[src/rtl/hrch_pkg.sv]
// ----------------------------------------------------------------------------
// HID report command handler package
// Command codes, report kinds, reply constants and the beat types that the
// handler's datapath passes between its modules.
// ----------------------------------------------------------------------------
`default_nettype none

package hrch_pkg;

   localparam int unsigned KEY_SLOT_COUNT_DEF = 6;
   localparam int unsigned MAX_KEY_SLOTS      = 6;
   localparam int unsigned PAY_BYTES          = 7;

   typedef enum logic [4:0] {
      CMD_MOVE       = 5'd0,
      CMD_MOUSE_FULL = 5'd1,
      CMD_BTN_LEFT   = 5'd2,
      CMD_BTN_RIGHT  = 5'd3,
      CMD_BTN_MIDDLE = 5'd4,
      CMD_BTN_SIDE1  = 5'd5,
      CMD_BTN_SIDE2  = 5'd6,
      CMD_WHEEL      = 5'd7,
      CMD_CLICK      = 5'd8,
      CMD_KEY_DOWN   = 5'd9,
      CMD_KEY_UP     = 5'd10,
      CMD_KEY_PRESS  = 5'd11,
      CMD_KBD_CLEAR  = 5'd12,
      CMD_KBD_STREAM = 5'd13,
      CMD_VERSION    = 5'd14,
      CMD_INFO       = 5'd15,
      CMD_BAUD       = 5'd16,
      CMD_REBOOT     = 5'd17,
      CMD_DEVICE     = 5'd18,
      CMD_ACK_ONLY   = 5'd19
   } cmd_type;

   typedef enum logic [1:0] {
      REPORT_NONE     = 2'd0,
      REPORT_MOUSE    = 2'd1,
      REPORT_KEYBOARD = 2'd2
   } report_type;

   localparam logic [2:0]  REPLY_LEN_OK      = 3'd1;
   localparam logic [2:0]  REPLY_LEN_VERSION = 3'd3;
   localparam logic [2:0]  REPLY_LEN_BAUD    = 3'd4;
   localparam logic [2:0]  REPLY_LEN_INFO    = 3'd5;
   localparam logic [39:0] REPLY_VERSION     = 40'h00_0039_2E33;
   localparam logic [39:0] REPLY_INFO        = 40'h74_7278_6D69;
   localparam logic [39:0] REPLY_BAUD        = 40'h00_0001_C200;
   localparam logic [39:0] REPLY_DEVICE      = 40'h00_0000_0001;

   typedef struct packed {
      logic [4:0]                    command;
      logic [3:0]                    payload_len;
      logic [PAY_BYTES-1:0][7:0]     pay;
   } req_type;

   typedef struct packed {
      logic       accepted;
      report_type report_kind;
      logic [7:0]  button_bits;
      logic [15:0] move_x;
      logic [15:0] move_y;
      logic [7:0]  wheel_step;
      logic        release_pending;
      logic [7:0]  modifier_bits;
      logic [47:0] key_slots_out;
      logic        reply_wanted;
      logic [2:0]  reply_len;
      logic [39:0] reply_bytes;
   } rsp_type;

endpackage

`default_nettype wire

[src/rtl/hrch_exec.sv]
// ----------------------------------------------------------------------------
// HID report command executor
// Decodes one command beat against the held button, modifier and key slot
// state, and produces the result beat together with the next state.
// ----------------------------------------------------------------------------
`default_nettype none

module hrch_exec #(
   parameter int unsigned KEY_SLOT_COUNT = hrch_pkg::KEY_SLOT_COUNT_DEF
) (
   input  hrch_pkg::req_type req_i,
   input  logic [7:0]        buttons_i,
   input  logic [7:0]        modifiers_i,
   input  logic [7:0]        slots_i [KEY_SLOT_COUNT],
   output hrch_pkg::rsp_type rsp_o,
   output logic [7:0]        buttons_o,
   output logic [7:0]        modifiers_o,
   output logic [7:0]        slots_o [KEY_SLOT_COUNT]
);
   import hrch_pkg::*;

   logic        ok;
   logic        is_mouse;
   logic        is_kbd;
   logic        slot_done;
   logic [7:0]  mask;
   logic [7:0]  click_mask;
   logic [2:0]  reply_len;
   logic [39:0] reply_bytes;
   logic [15:0] move_x;
   logic [15:0] move_y;
   logic [7:0]  wheel;
   logic        release_pending;
   logic [47:0] packed_slots;

   always_comb begin
      case (req_i.pay[0])
         8'd1:    click_mask = 8'h01;
         8'd2:    click_mask = 8'h02;
         8'd3:    click_mask = 8'h04;
         8'd4:    click_mask = 8'h08;
         8'd5:    click_mask = 8'h10;
         default: click_mask = 8'h00;
      endcase
   end

   always_comb begin
      ok              = 1'b1;
      is_mouse        = 1'b0;
      is_kbd          = 1'b0;
      slot_done       = 1'b0;
      mask            = 8'h01 << (req_i.command - 5'(CMD_BTN_LEFT));
      reply_len       = REPLY_LEN_OK;
      reply_bytes     = '0;
      move_x          = '0;
      move_y          = '0;
      wheel           = '0;
      release_pending = 1'b0;
      buttons_o       = buttons_i;
      modifiers_o     = modifiers_i;
      slots_o         = slots_i;
      case (cmd_type'(req_i.command))
         CMD_MOVE: begin
            if (req_i.payload_len < 4'd4) begin
               ok = 1'b0;
            end else begin
               move_x   = {req_i.pay[1], req_i.pay[0]};
               move_y   = {req_i.pay[3], req_i.pay[2]};
               is_mouse = 1'b1;
            end
         end
         CMD_MOUSE_FULL: begin
            if (req_i.payload_len < 4'd6) begin
               ok = 1'b0;
            end else begin
               buttons_o = req_i.pay[0];
               move_x    = {req_i.pay[2], req_i.pay[1]};
               move_y    = {req_i.pay[4], req_i.pay[3]};
               wheel     = req_i.pay[5];
               is_mouse  = 1'b1;
            end
         end
         CMD_BTN_LEFT, CMD_BTN_RIGHT, CMD_BTN_MIDDLE, CMD_BTN_SIDE1, CMD_BTN_SIDE2: begin
            if (req_i.payload_len == 4'd0) begin
               ok = 1'b0;
            end else begin
               if (req_i.pay[0] == 8'd1) begin
                  buttons_o = buttons_i | mask;
               end else begin
                  buttons_o = buttons_i & ~mask;
               end
               is_mouse = 1'b1;
            end
         end
         CMD_WHEEL: begin
            if (req_i.payload_len == 4'd0) begin
               ok = 1'b0;
            end else begin
               wheel    = req_i.pay[0];
               is_mouse = 1'b1;
            end
         end
         CMD_CLICK: begin
            if (req_i.payload_len == 4'd0 || click_mask == 8'h00) begin
               ok = 1'b0;
            end else begin
               buttons_o       = buttons_i | click_mask;
               release_pending = 1'b1;
               is_mouse        = 1'b1;
            end
         end
         CMD_KEY_DOWN, CMD_KEY_PRESS: begin
            if (req_i.payload_len == 4'd0) begin
               ok = 1'b0;
            end else begin
               for (int i = 0; i < KEY_SLOT_COUNT; i++) begin
                  if (!slot_done) begin
                     if (slots_i[i] == req_i.pay[0]) begin
                        slot_done = 1'b1;
                     end else if (slots_i[i] == 8'd0) begin
                        slots_o[i] = req_i.pay[0];
                        slot_done  = 1'b1;
                     end
                  end
               end
               is_kbd = 1'b1;
            end
         end
         CMD_KEY_UP: begin
            if (req_i.payload_len == 4'd0) begin
               ok = 1'b0;
            end else begin
               for (int i = 0; i < KEY_SLOT_COUNT; i++) begin
                  if (!slot_done && slots_i[i] == req_i.pay[0]) begin
                     slots_o[i] = 8'd0;
                     slot_done  = 1'b1;
                  end
               end
               is_kbd = 1'b1;
            end
         end
         CMD_KBD_CLEAR: begin
            modifiers_o = 8'd0;
            for (int i = 0; i < KEY_SLOT_COUNT; i++) begin
               slots_o[i] = 8'd0;
            end
            is_kbd = 1'b1;
         end
         CMD_KBD_STREAM: begin
            if (req_i.payload_len == 4'd0) begin
               ok = 1'b0;
            end else begin
               modifiers_o = req_i.pay[0];
               for (int i = 0; i < KEY_SLOT_COUNT; i++) begin
                  slots_o[i] = (4'(i + 1) < req_i.payload_len) ? req_i.pay[i + 1] : 8'd0;
               end
               is_kbd = 1'b1;
            end
         end
         CMD_VERSION: begin
            reply_len   = REPLY_LEN_VERSION;
            reply_bytes = REPLY_VERSION;
         end
         CMD_INFO: begin
            reply_len   = REPLY_LEN_INFO;
            reply_bytes = REPLY_INFO;
         end
         CMD_BAUD: begin
            if (req_i.payload_len == 4'd0) begin
               reply_len   = REPLY_LEN_BAUD;
               reply_bytes = REPLY_BAUD;
            end
         end
         CMD_DEVICE: begin
            reply_bytes = REPLY_DEVICE;
         end
         CMD_REBOOT, CMD_ACK_ONLY: begin
            reply_len = REPLY_LEN_OK;
         end
         default: begin
            ok = 1'b0;
         end
      endcase
   end

   always_comb begin
      packed_slots = '0;
      for (int i = 0; i < KEY_SLOT_COUNT; i++) begin
         packed_slots[8*i +: 8] = slots_o[i];
      end
   end

   always_comb begin
      rsp_o = '0;
      if (ok) begin
         rsp_o.accepted     = 1'b1;
         rsp_o.reply_wanted = 1'b1;
         rsp_o.reply_len    = reply_len;
         rsp_o.reply_bytes  = reply_bytes;
         if (is_mouse) begin
            rsp_o.report_kind     = REPORT_MOUSE;
            rsp_o.button_bits     = buttons_o;
            rsp_o.move_x          = move_x;
            rsp_o.move_y          = move_y;
            rsp_o.wheel_step      = wheel;
            rsp_o.release_pending = release_pending;
         end else if (is_kbd) begin
            rsp_o.report_kind   = REPORT_KEYBOARD;
            rsp_o.modifier_bits = modifiers_o;
            rsp_o.key_slots_out = packed_slots;
         end
      end
   end

endmodule

`default_nettype wire

[src/rtl/hid_report_command_handler_unit.sv]
// The command register feeds the executor, whose result beat is registered.
// Throughput: one command per cycle unless stalled; the single-pass executor sits
// between the command register and the result register, so a stall holds both stages.
// Reset clears the held buttons, modifiers and key slots and drops any beat in flight.
// ----------------------------------------------------------------------------
// HID report command handler
// Keeps mouse buttons, keyboard modifiers and key slots, and turns each
// decoded command into one report and reply beat.
// ----------------------------------------------------------------------------
`default_nettype none

module hid_report_command_handler_unit #(
   parameter int unsigned KEY_SLOT_COUNT = hrch_pkg::KEY_SLOT_COUNT_DEF
) (
   input  logic               clock,
   input  logic               reset,
   input  logic               req_valid,
   output logic               req_stall,
   input  logic [4:0]         req_command,
   input  logic [3:0]         req_payload_len,
   input  logic [7:0]         req_pay0,
   input  logic [7:0]         req_pay1,
   input  logic [7:0]         req_pay2,
   input  logic [7:0]         req_pay3,
   input  logic [7:0]         req_pay4,
   input  logic [7:0]         req_pay5,
   input  logic [7:0]         req_pay6,
   output logic               rsp_valid,
   input  logic               rsp_stall,
   output logic               rsp_accepted,
   output logic [1:0]         rsp_report_kind,
   output logic [7:0]         rsp_button_bits,
   output logic signed [15:0] rsp_move_x,
   output logic signed [15:0] rsp_move_y,
   output logic signed [7:0]  rsp_wheel_step,
   output logic               rsp_release_pending,
   output logic [7:0]         rsp_modifier_bits,
   output logic [47:0]        rsp_key_slots_out,
   output logic               rsp_reply_wanted,
   output logic [2:0]         rsp_reply_len,
   output logic [39:0]        rsp_reply_bytes
);
   import hrch_pkg::*;

   req_type    req_ff;
   logic       req_valid_ff;
   logic       req_valid_in;
   rsp_type    rsp_ff;
   rsp_type    rsp_in;
   logic       rsp_valid_ff;
   logic       rsp_valid_in;
   logic       take;
   logic       advance;
   logic       out_open;
   logic [7:0] buttons_ff;
   logic [7:0] buttons_in;
   logic [7:0] modifiers_ff;
   logic [7:0] modifiers_in;
   logic [7:0] slots_ff [KEY_SLOT_COUNT];
   logic [7:0] slots_in [KEY_SLOT_COUNT];

   assign out_open     = !rsp_valid_ff || !rsp_stall;
   assign advance      = req_valid_ff && out_open;
   assign req_stall    = req_valid_ff && !out_open;
   assign take         = req_valid && !req_stall;
   assign req_valid_in = take || (req_valid_ff && !advance);
   assign rsp_valid_in = advance || (rsp_valid_ff && rsp_stall);

   hrch_exec #(
      .KEY_SLOT_COUNT(KEY_SLOT_COUNT)
   ) u_exec (
      .req_i      (req_ff),
      .buttons_i  (buttons_ff),
      .modifiers_i(modifiers_ff),
      .slots_i    (slots_ff),
      .rsp_o      (rsp_in),
      .buttons_o  (buttons_in),
      .modifiers_o(modifiers_in),
      .slots_o    (slots_in)
   );

   always_ff @(posedge clock) begin
      if (reset) begin
         req_valid_ff <= 1'b0;
         rsp_valid_ff <= 1'b0;
         buttons_ff   <= '0;
         modifiers_ff <= '0;
         for (int i = 0; i < KEY_SLOT_COUNT; i++) begin
            slots_ff[i] <= '0;
         end
      end else begin
         req_valid_ff <= req_valid_in;
         rsp_valid_ff <= rsp_valid_in;
         if (advance) begin
            buttons_ff   <= buttons_in;
            modifiers_ff <= modifiers_in;
            slots_ff     <= slots_in;
         end
      end
   end

   always_ff @(posedge clock) begin
      if (take) begin
         req_ff.command     <= req_command;
         req_ff.payload_len <= req_payload_len;
         req_ff.pay         <= {req_pay6, req_pay5, req_pay4, req_pay3,
                                req_pay2, req_pay1, req_pay0};
      end
      if (advance) begin
         rsp_ff <= rsp_in;
      end
   end

   assign rsp_valid           = rsp_valid_ff;
   assign rsp_accepted        = rsp_ff.accepted;
   assign rsp_report_kind     = rsp_ff.report_kind;
   assign rsp_button_bits     = rsp_ff.button_bits;
   assign rsp_move_x          = rsp_ff.move_x;
   assign rsp_move_y          = rsp_ff.move_y;
   assign rsp_wheel_step      = rsp_ff.wheel_step;
   assign rsp_release_pending = rsp_ff.release_pending;
   assign rsp_modifier_bits   = rsp_ff.modifier_bits;
   assign rsp_key_slots_out   = rsp_ff.key_slots_out;
   assign rsp_reply_wanted    = rsp_ff.reply_wanted;
   assign rsp_reply_len       = rsp_ff.reply_len;
   assign rsp_reply_bytes     = rsp_ff.reply_bytes;

endmodule

`default_nettype wire

[config.mk]
export PLATFORM = sky130hd
export DESIGN_NAME = hid_report_command_handler_unit
export DESIGN_NICKNAME = d
export VERILOG_FILES = /design/src/rtl/hrch_pkg.sv /design/src/rtl/hrch_exec.sv /design/src/rtl/hid_report_command_handler_unit.sv
export SDC_FILE = /design/constraint.sdc
export NUM_CORES = 1
export LEC_CHECK = 0
export BUFFER_PORTS_ARGS = -buffer_cell sky130_fd_sc_hd__buf_4
export CELL_PAD_IN_SITES_DETAIL_PLACEMENT = 0
export CELL_PAD_IN_SITES_GLOBAL_PLACEMENT = 2
export CORE_ASPECT_RATIO = 1.4
export CORE_UTILIZATION = 40
export CTS_CLUSTER_DIAMETER = 50
export DETAILED_ROUTE_END_ITERATION = 10
export PLACE_DENSITY = 0.81
export SYNTH_ARGS = -nofsm -noshare
export SYNTH_HDL_FRONTEND = slang
export SYNTH_HIERARCHICAL = 1
export SYNTH_SLANG_ARGS = --single-unit
[constraint.sdc]
create_clock -name clock -period 7 [get_ports clock]
set_input_delay 0 -clock clock [delete_from_list [all_inputs] [get_ports clock]]
set_output_delay 0 -clock clock [all_outputs]
set_load 0.02 [all_outputs]
* Yosys cells after proc, flatten, opt, wreduce, memory -nomap -nowiden
Index checks and enable logic that the tools add are counted.
** Word-level totals
- Bits of input ports :: 69
- Word-level logic and storage cells :: 228
- Output and inout port bits :: 154
- Register bits after elaboration :: 283
** Cells by class
- Shift operators :: 1
- Eq/ne operators :: 30
- Magnitude comparators :: 8
- Reductions and logical operators :: 43
- Add/subtract/negate cells :: 1
- Bitwise gates (word level) :: 6
- Muxes and demuxes :: 107
** Operators by type and width (count)
- 8-bit two-way mux :: 36
- 48-bit one-hot mux with 4 select lines :: 1
- 40-bit one-hot mux with 4 select lines :: 1
- 152-bit two-way mux :: 1
- 48-bit two-way mux :: 3
- 56-bit two-way mux :: 2
- 16-bit two-way mux :: 4
- 16-bit one-hot mux with 2 select lines :: 2
- 8-bit logical NOT :: 7
- 49-bit two-way mux :: 1
- 8-bit == test :: 6
- 1-bit two-way mux :: 44
- 5-bit by 4-bit == test with 1-bit output (second input constant) :: 8
- 8-bit one-hot mux with 2 select lines :: 2
- 5-bit one-hot mux with 5 select lines :: 1
- 8-bit one-hot mux with 3 select lines :: 1
- 5-bit by 3-bit == test with 1-bit output (second input constant) :: 4
- 5-bit == test (second input constant) :: 4
- 17-bit two-way mux :: 1
- 8-bit by 2-bit == test with 1-bit output (second input constant) :: 2
- 8-bit by 3-bit == test with 1-bit output (second input constant) :: 2
- 3-bit by 4-bit < comparator with 1-bit output (first input constant) :: 3
- 5-bit by 2-bit == test with 1-bit output (second input constant) :: 2
- 1-bit logical AND :: 10
- other kinds (31) :: 48

* Depth between registers and ports, before layout
- Depth in word-level cells :: 32
- Depth in mapped cells :: 12
- Gate-level depth less buffers :: 10

* By module
The synthesis kept the hierarchy.
** Modules (own cells, without submodules)
- hid_report_command_handler_unit :: seq. area each 7837.5 µm², area each 9492.9 µm², cells an instance 504, times used 1
- hrch_exec :: seq. area each 0.0 µm², area each 4317.9 µm², cells an instance 671, times used 1

* Worst setup path before layout
No wires, ideal clock.
- Path type :: reg-to-reg
- Start point :: register rsp_valid_ff (netlist: rsp_valid)
- End point :: register req_ff[0] (netlist bit) (enable)
- Data arrival time :: 3.373 ns
- Clock period less this slack :: 3.861 ns
- Library setup time :: 0.488 ns
- Cell stages (with the launch flop) :: 4
- Data required time :: 6.512 ns
- Buffers on the path :: 0
- Path slack :: 3.139 ns
- Cell sequence :: dfxtp_1 -> nand3_1 -> inv_1 -> nor2_1
** On the way
- Longest elaborated chain between the ends :: 6
** RTL lines
- from (decl) :: RTL line hid_report_command_handler_unit.sv:50 : logic rsp_valid_ff;
- from (signal assigned) :: RTL line hid_report_command_handler_unit.sv:93 : rsp_valid_ff <= rsp_valid_in;
- 1-bit logical NOT :: RTL line hid_report_command_handler_unit.sv:62 : assign out_open = !rsp_valid_ff || !rsp_stall;
- 1-bit logical OR :: RTL line hid_report_command_handler_unit.sv:62
- 1-bit logical NOT :: RTL line hid_report_command_handler_unit.sv:64 : assign req_stall = req_valid_ff && !out_open;
- 1-bit logical AND :: RTL line hid_report_command_handler_unit.sv:64
- net req_stall :: RTL line hid_report_command_handler_unit.sv:18 : output logic req_stall,
- 1-bit logical NOT :: RTL line hid_report_command_handler_unit.sv:65 : assign take = req_valid && !req_stall;
- 1-bit logical AND :: RTL line hid_report_command_handler_unit.sv:65
- net take :: RTL line hid_report_command_handler_unit.sv:52 : logic take;
- to (decl) :: RTL line hid_report_command_handler_unit.sv:45 : req_type req_ff;
The timed path passes the listed nets, and every way through them passes these cells.
A chain may end at the register's enable or synchronous reset.

* Worst setup path after layout
- Start point :: register req_ff[1] (netlist bit)
- End point :: register rsp_ff (netlist bit rsp_key_slots_out[45]), data pin
** On the way
- Longest elaborated chain between the ends :: 29
- Elaborated cells between the ends (all ways) :: 69
- Classes of those cells :: eq/ne: 11; mux: 44; bitwise: 1; reduce/logical: 13
** RTL lines
- 8-bit == test :: RTL line hrch_exec.sv:118, hrch_exec.sv:134
- 1-bit two-way mux :: RTL line hrch_exec.sv:134 : if (!slot_done && slots_i[i] == req_i.pay[0]) begin
- 1-bit two-way mux :: RTL line hrch_exec.sv:130 : if (req_i.payload_len == 4'd0) begin
- 1-bit two-way mux :: RTL line hrch_exec.sv:62 : case (cmd_type'(req_i.command))
- 1-bit logical NOT :: RTL line hrch_exec.sv:134
- 1-bit logical AND :: RTL line hrch_exec.sv:134
- 1-bit two-way mux :: RTL line hrch_exec.sv:134
- 1-bit two-way mux :: RTL line hrch_exec.sv:130
- [13 not listed]
- 1-bit two-way mux :: RTL line hrch_exec.sv:134
- 1-bit two-way mux :: RTL line hrch_exec.sv:130
- 1-bit two-way mux :: RTL line hrch_exec.sv:62
- 1-bit logical NOT :: RTL line hrch_exec.sv:134
- 1-bit logical AND :: RTL line hrch_exec.sv:134
- 8-bit two-way mux :: RTL line hrch_exec.sv:134
- 48-bit two-way mux :: RTL line hrch_exec.sv:130
- 48-bit one-hot mux with 4 select lines :: RTL line hrch_exec.sv:62
- to (signal assigned) :: RTL line hid_report_command_handler_unit.sv:110 : rsp_ff <= rsp_in;
- to (decl) :: RTL line hid_report_command_handler_unit.sv:48 : rsp_type rsp_ff;
Several ways; a longest one is shown, not always the timed one. The select of a mux whose other input is x is not followed.

==> impl_metrics.env <==
export IMPL_regArea_mm2=0.00784
export IMPL_p_per_area_mw_per_mm2=229
export IMPL_clk_pin_slew_worst_paths_ns=0.07
export IMPL_fmax_ghz=0.286
export IMPL_synthesis_area_mm2=0.0138
export IMPL_cp_start_kind="flip-flop"
export IMPL_drt_initial_drc_count=632
export IMPL_fillers=3098
export IMPL_p_leak_nw=6.37
export IMPL_peakVddDrop_mv=0.170
export IMPL_place_gp_congestion=0.805
export IMPL_cp_required_ns=7.43
export IMPL_cts_setup_buffers=0
export IMPL_wire_per_inst_um=21.3
export IMPL_tightest_slew_ns=1.17
export IMPL_grt_pass1_vias=9687
export IMPL_fin_crit_sh_pct=50.0
export IMPL_hold_violations=0
export IMPL_synth_edff_count=217
export IMPL_finalNonFillerCells=1891
export IMPL_ff2ff_setup_slack_ns=3.50
export IMPL_post_route_min_period_ns=3.50
export IMPL_clkSinkCount=283
export IMPL_synth_seq_area_share_pct=56.7
export IMPL_synth_cells=1175
export IMPL_clock_skew_ns=0.0221
export IMPL_final_nets=1486
export IMPL_status="finished, final reports clean"
export IMPL_die_area_mm2=0.0353
export IMPL_cts_made_buffers=30
export IMPL_hpwl_um=26700
export IMPL_fp_coreArea_mm2=0.0340
export IMPL_clockBufferDepth=3
export IMPL_grt_max_degree=172
export IMPL_dp_slack_ns=3.58
export IMPL_die_w_um=159
export IMPL_cts_tree="done"
export IMPL_layout_setup_ws_ns=3.50
export IMPL_p_total_mw=3.96
export IMPL_dp_cells=1767
export IMPL_synth_top_cell_by_area="edfxtp_1"
export IMPL_syn2layout_area_growth_pct=25.0
export IMPL_path_class="reg2reg"
export IMPL_maxSlewHeadroom_pct=22.1
export IMPL_ant_nets=0
export IMPL_rsz0062_at_grt="false"
export IMPL_fp_dieH_um=222
export IMPL_rows=80
export IMPL_hold_ws_ns=0.0753
export IMPL_synthFlopType="edfxtp_1"
export IMPL_ys_async_sr_fraction_pct=0
export IMPL_maxSlewViolCount=0
export IMPL_synthDistinctLibCells=79
export IMPL_holdCritPathClass="in2reg"
export IMPL_overflow=0
export IMPL_n_antenna_cell=0
export IMPL_critPathMaxFanout=23
export IMPL_multi_input_area_mm2=0.00531
export IMPL_vias=10084
export IMPL_h_tree_depth=1
export IMPL_maxCapViolCount=0
export IMPL_synth_seq_cells=283
export IMPL_drc=0
export IMPL_ys_warn_count=6
export IMPL_initial_core_util_pct=40.6
export IMPL_vias_per_cell=5.33
export IMPL_grt_antenna_before_repair=0
export IMPL_drive_gt1_share_pct=22.6
export IMPL_synth_top_area_share_pct=47.2
export IMPL_dr_pass1_iters=6
export IMPL_grt_total_usage_pct=22.4
export IMPL_port_buffer_count=222
export IMPL_final_setup_tns_ns=0
export IMPL_grt_first_pass_wirelength_um=60100
export IMPL_arrival_ns=3.93
export IMPL_critPathCaptureType="flip-flop"
export IMPL_setup_violations=0
export IMPL_routed_wl_um=40200
export IMPL_avgSynthCellArea_um2=11.8
export IMPL_ys_top_cells_by_area="edfxtp_1 (47%), dfxtp_1 (9.6%), nand2b_1 (6.0%)"
export IMPL_clkLatencyLatePin_ns=0.59
export IMPL_io_pins=223
export IMPL_root_buffer="clkbuf_16"
==> what timing repair did <==
action,in CTS,in global routing
gates resized for setup,0,0
endpoints found under the hold margin,67,0
hold buffers,68,0
==> layer usage <==
metal / vias up / track usage, % / wire (um)
met4: 0 / 9.49 / 1500
met5: - / 0 / 0
met3: 71 / 2.62 / 1640
met1: 4884 / 26.0 / 15800
met2: 332 / 41.3 / 21300
li1: 4797 / - / -
==> placed cells by master, fill, tap and decap left out, types with 9 or more instances in the layout <==
cell	instances
nor3_1	13
a21oi_1	36
nand2b_1	132
dlygate4sd3_1	68
nand3_1	23
o21ai_1	14
nand4_1	12
nand2_1	108
a21o_1	19
xor2_1	13
a31oi_1	31
and3_1	9
a22oi_1	19
mux2i_1	64
conb_1	14
buf_4	236
a32o_1	11
a22o_1	44
nor4_1	17
xnor2_1	32
and2_1	15
dfxtp_1	66
edfxtp_1	217
clkbuf_16	30
nor2_1	37
==> critical path, stage by stage (launching register included) <==
cell	delay, ns
edfxtp_1	0.99
xor2_1	0.21
nor4_1	0.11
a21o_4	0.24
nor4_2	0.37
nand3_1	0.71
o2bb2a_1	0.55
a21oi_1	0.15
==> cell type report <==
type | instances | area share (%)
clock buffer | 36 | 4.65
clock inverter | 20 | 1.33
inverter | 12 | 0.261
multi-input combinational | 784 | 30.8
sequential | 283 | 45.4
tap | 451 | 3.27
timing repair buffer | 305 | 14.3
==> worst paths after layout <==
| check | from | to | cells after the start |
|---|---|---|---|
| min | reset | rsp_valid | 2 |
| min reg2reg | buttons_ff[0] | buttons_ff[0] | 2 |
| max | req_ff[1] | rsp_key_slots_out[45] | 7 |
| max reg2reg | req_ff[1] | rsp_key_slots_out[45] | 7 |
==> cells in the mapped netlist, drive strengths merged (11+ instances only) <==
cell,n
o21ai,24
nand3,23
a31oi,31
nor2,42
a22o,44
nor3,17
nor4,20
xnor2,32
a22oi,19
clkbuf,44
xor2,17
a21o,20
and2,15
nand2,108
inv,11
a21oi,36
nand4,12
nand2b,132
mux2i,64
buf,65
dfxtp,66
edfxtp,217
a32o,11
==> power by group <==
part	leakage [nW]	total, mW	switching, mW	internal (mW)
Clock	0.504	1.63	0.716	0.914
Sequential	2.57	1.93	0.0510	1.88
Combinational	3.30	0.395	0.231	0.164
==> logic make-up after synthesis <==
logic type | Yosys count | synth area share [%]
muxes | 64 | 4.64
xor gates and xnor gates | 49 | 3.32
AOI/OAI and AO/OA | 245 | 13.4
and+or+nand+nor | 411 | 16.4
DFF | 283 | 56.7
buffers and inverters | 121 | 5.30
adders and majority gates | 1 | 0.0906
other | 1 | 0.0272
==> per-stage QoR <==
stage / instance area, um2 / utilization, %
after floorplan: 13900 / -
after global placement: 15600 / 45.7
after detailed placement: 15600 / 45.7
after CTS: 17300 / 50.7
after global routing: 17300 / 50.7
final: 17300 / 50.7
==> sequential cells by signal (all words and copies together) (netlist names), 3 cells and up <==
| signal | flops |
|---|---|
| buttons_ff | 8 |
| modifiers_ff | 8 |
| req_ff | 65 |
| rsp_button_bits | 8 |
| rsp_key_slots_out | 48 |
| rsp_modifier_bits | 8 |
| rsp_move_x | 16 |
| rsp_move_y | 16 |
| rsp_reply_bytes | 40 |
| rsp_reply_len | 3 |
| rsp_wheel_step | 8 |
| slots_ff | 48 |
Note: power is estimated with default switching activity, not from simulation.
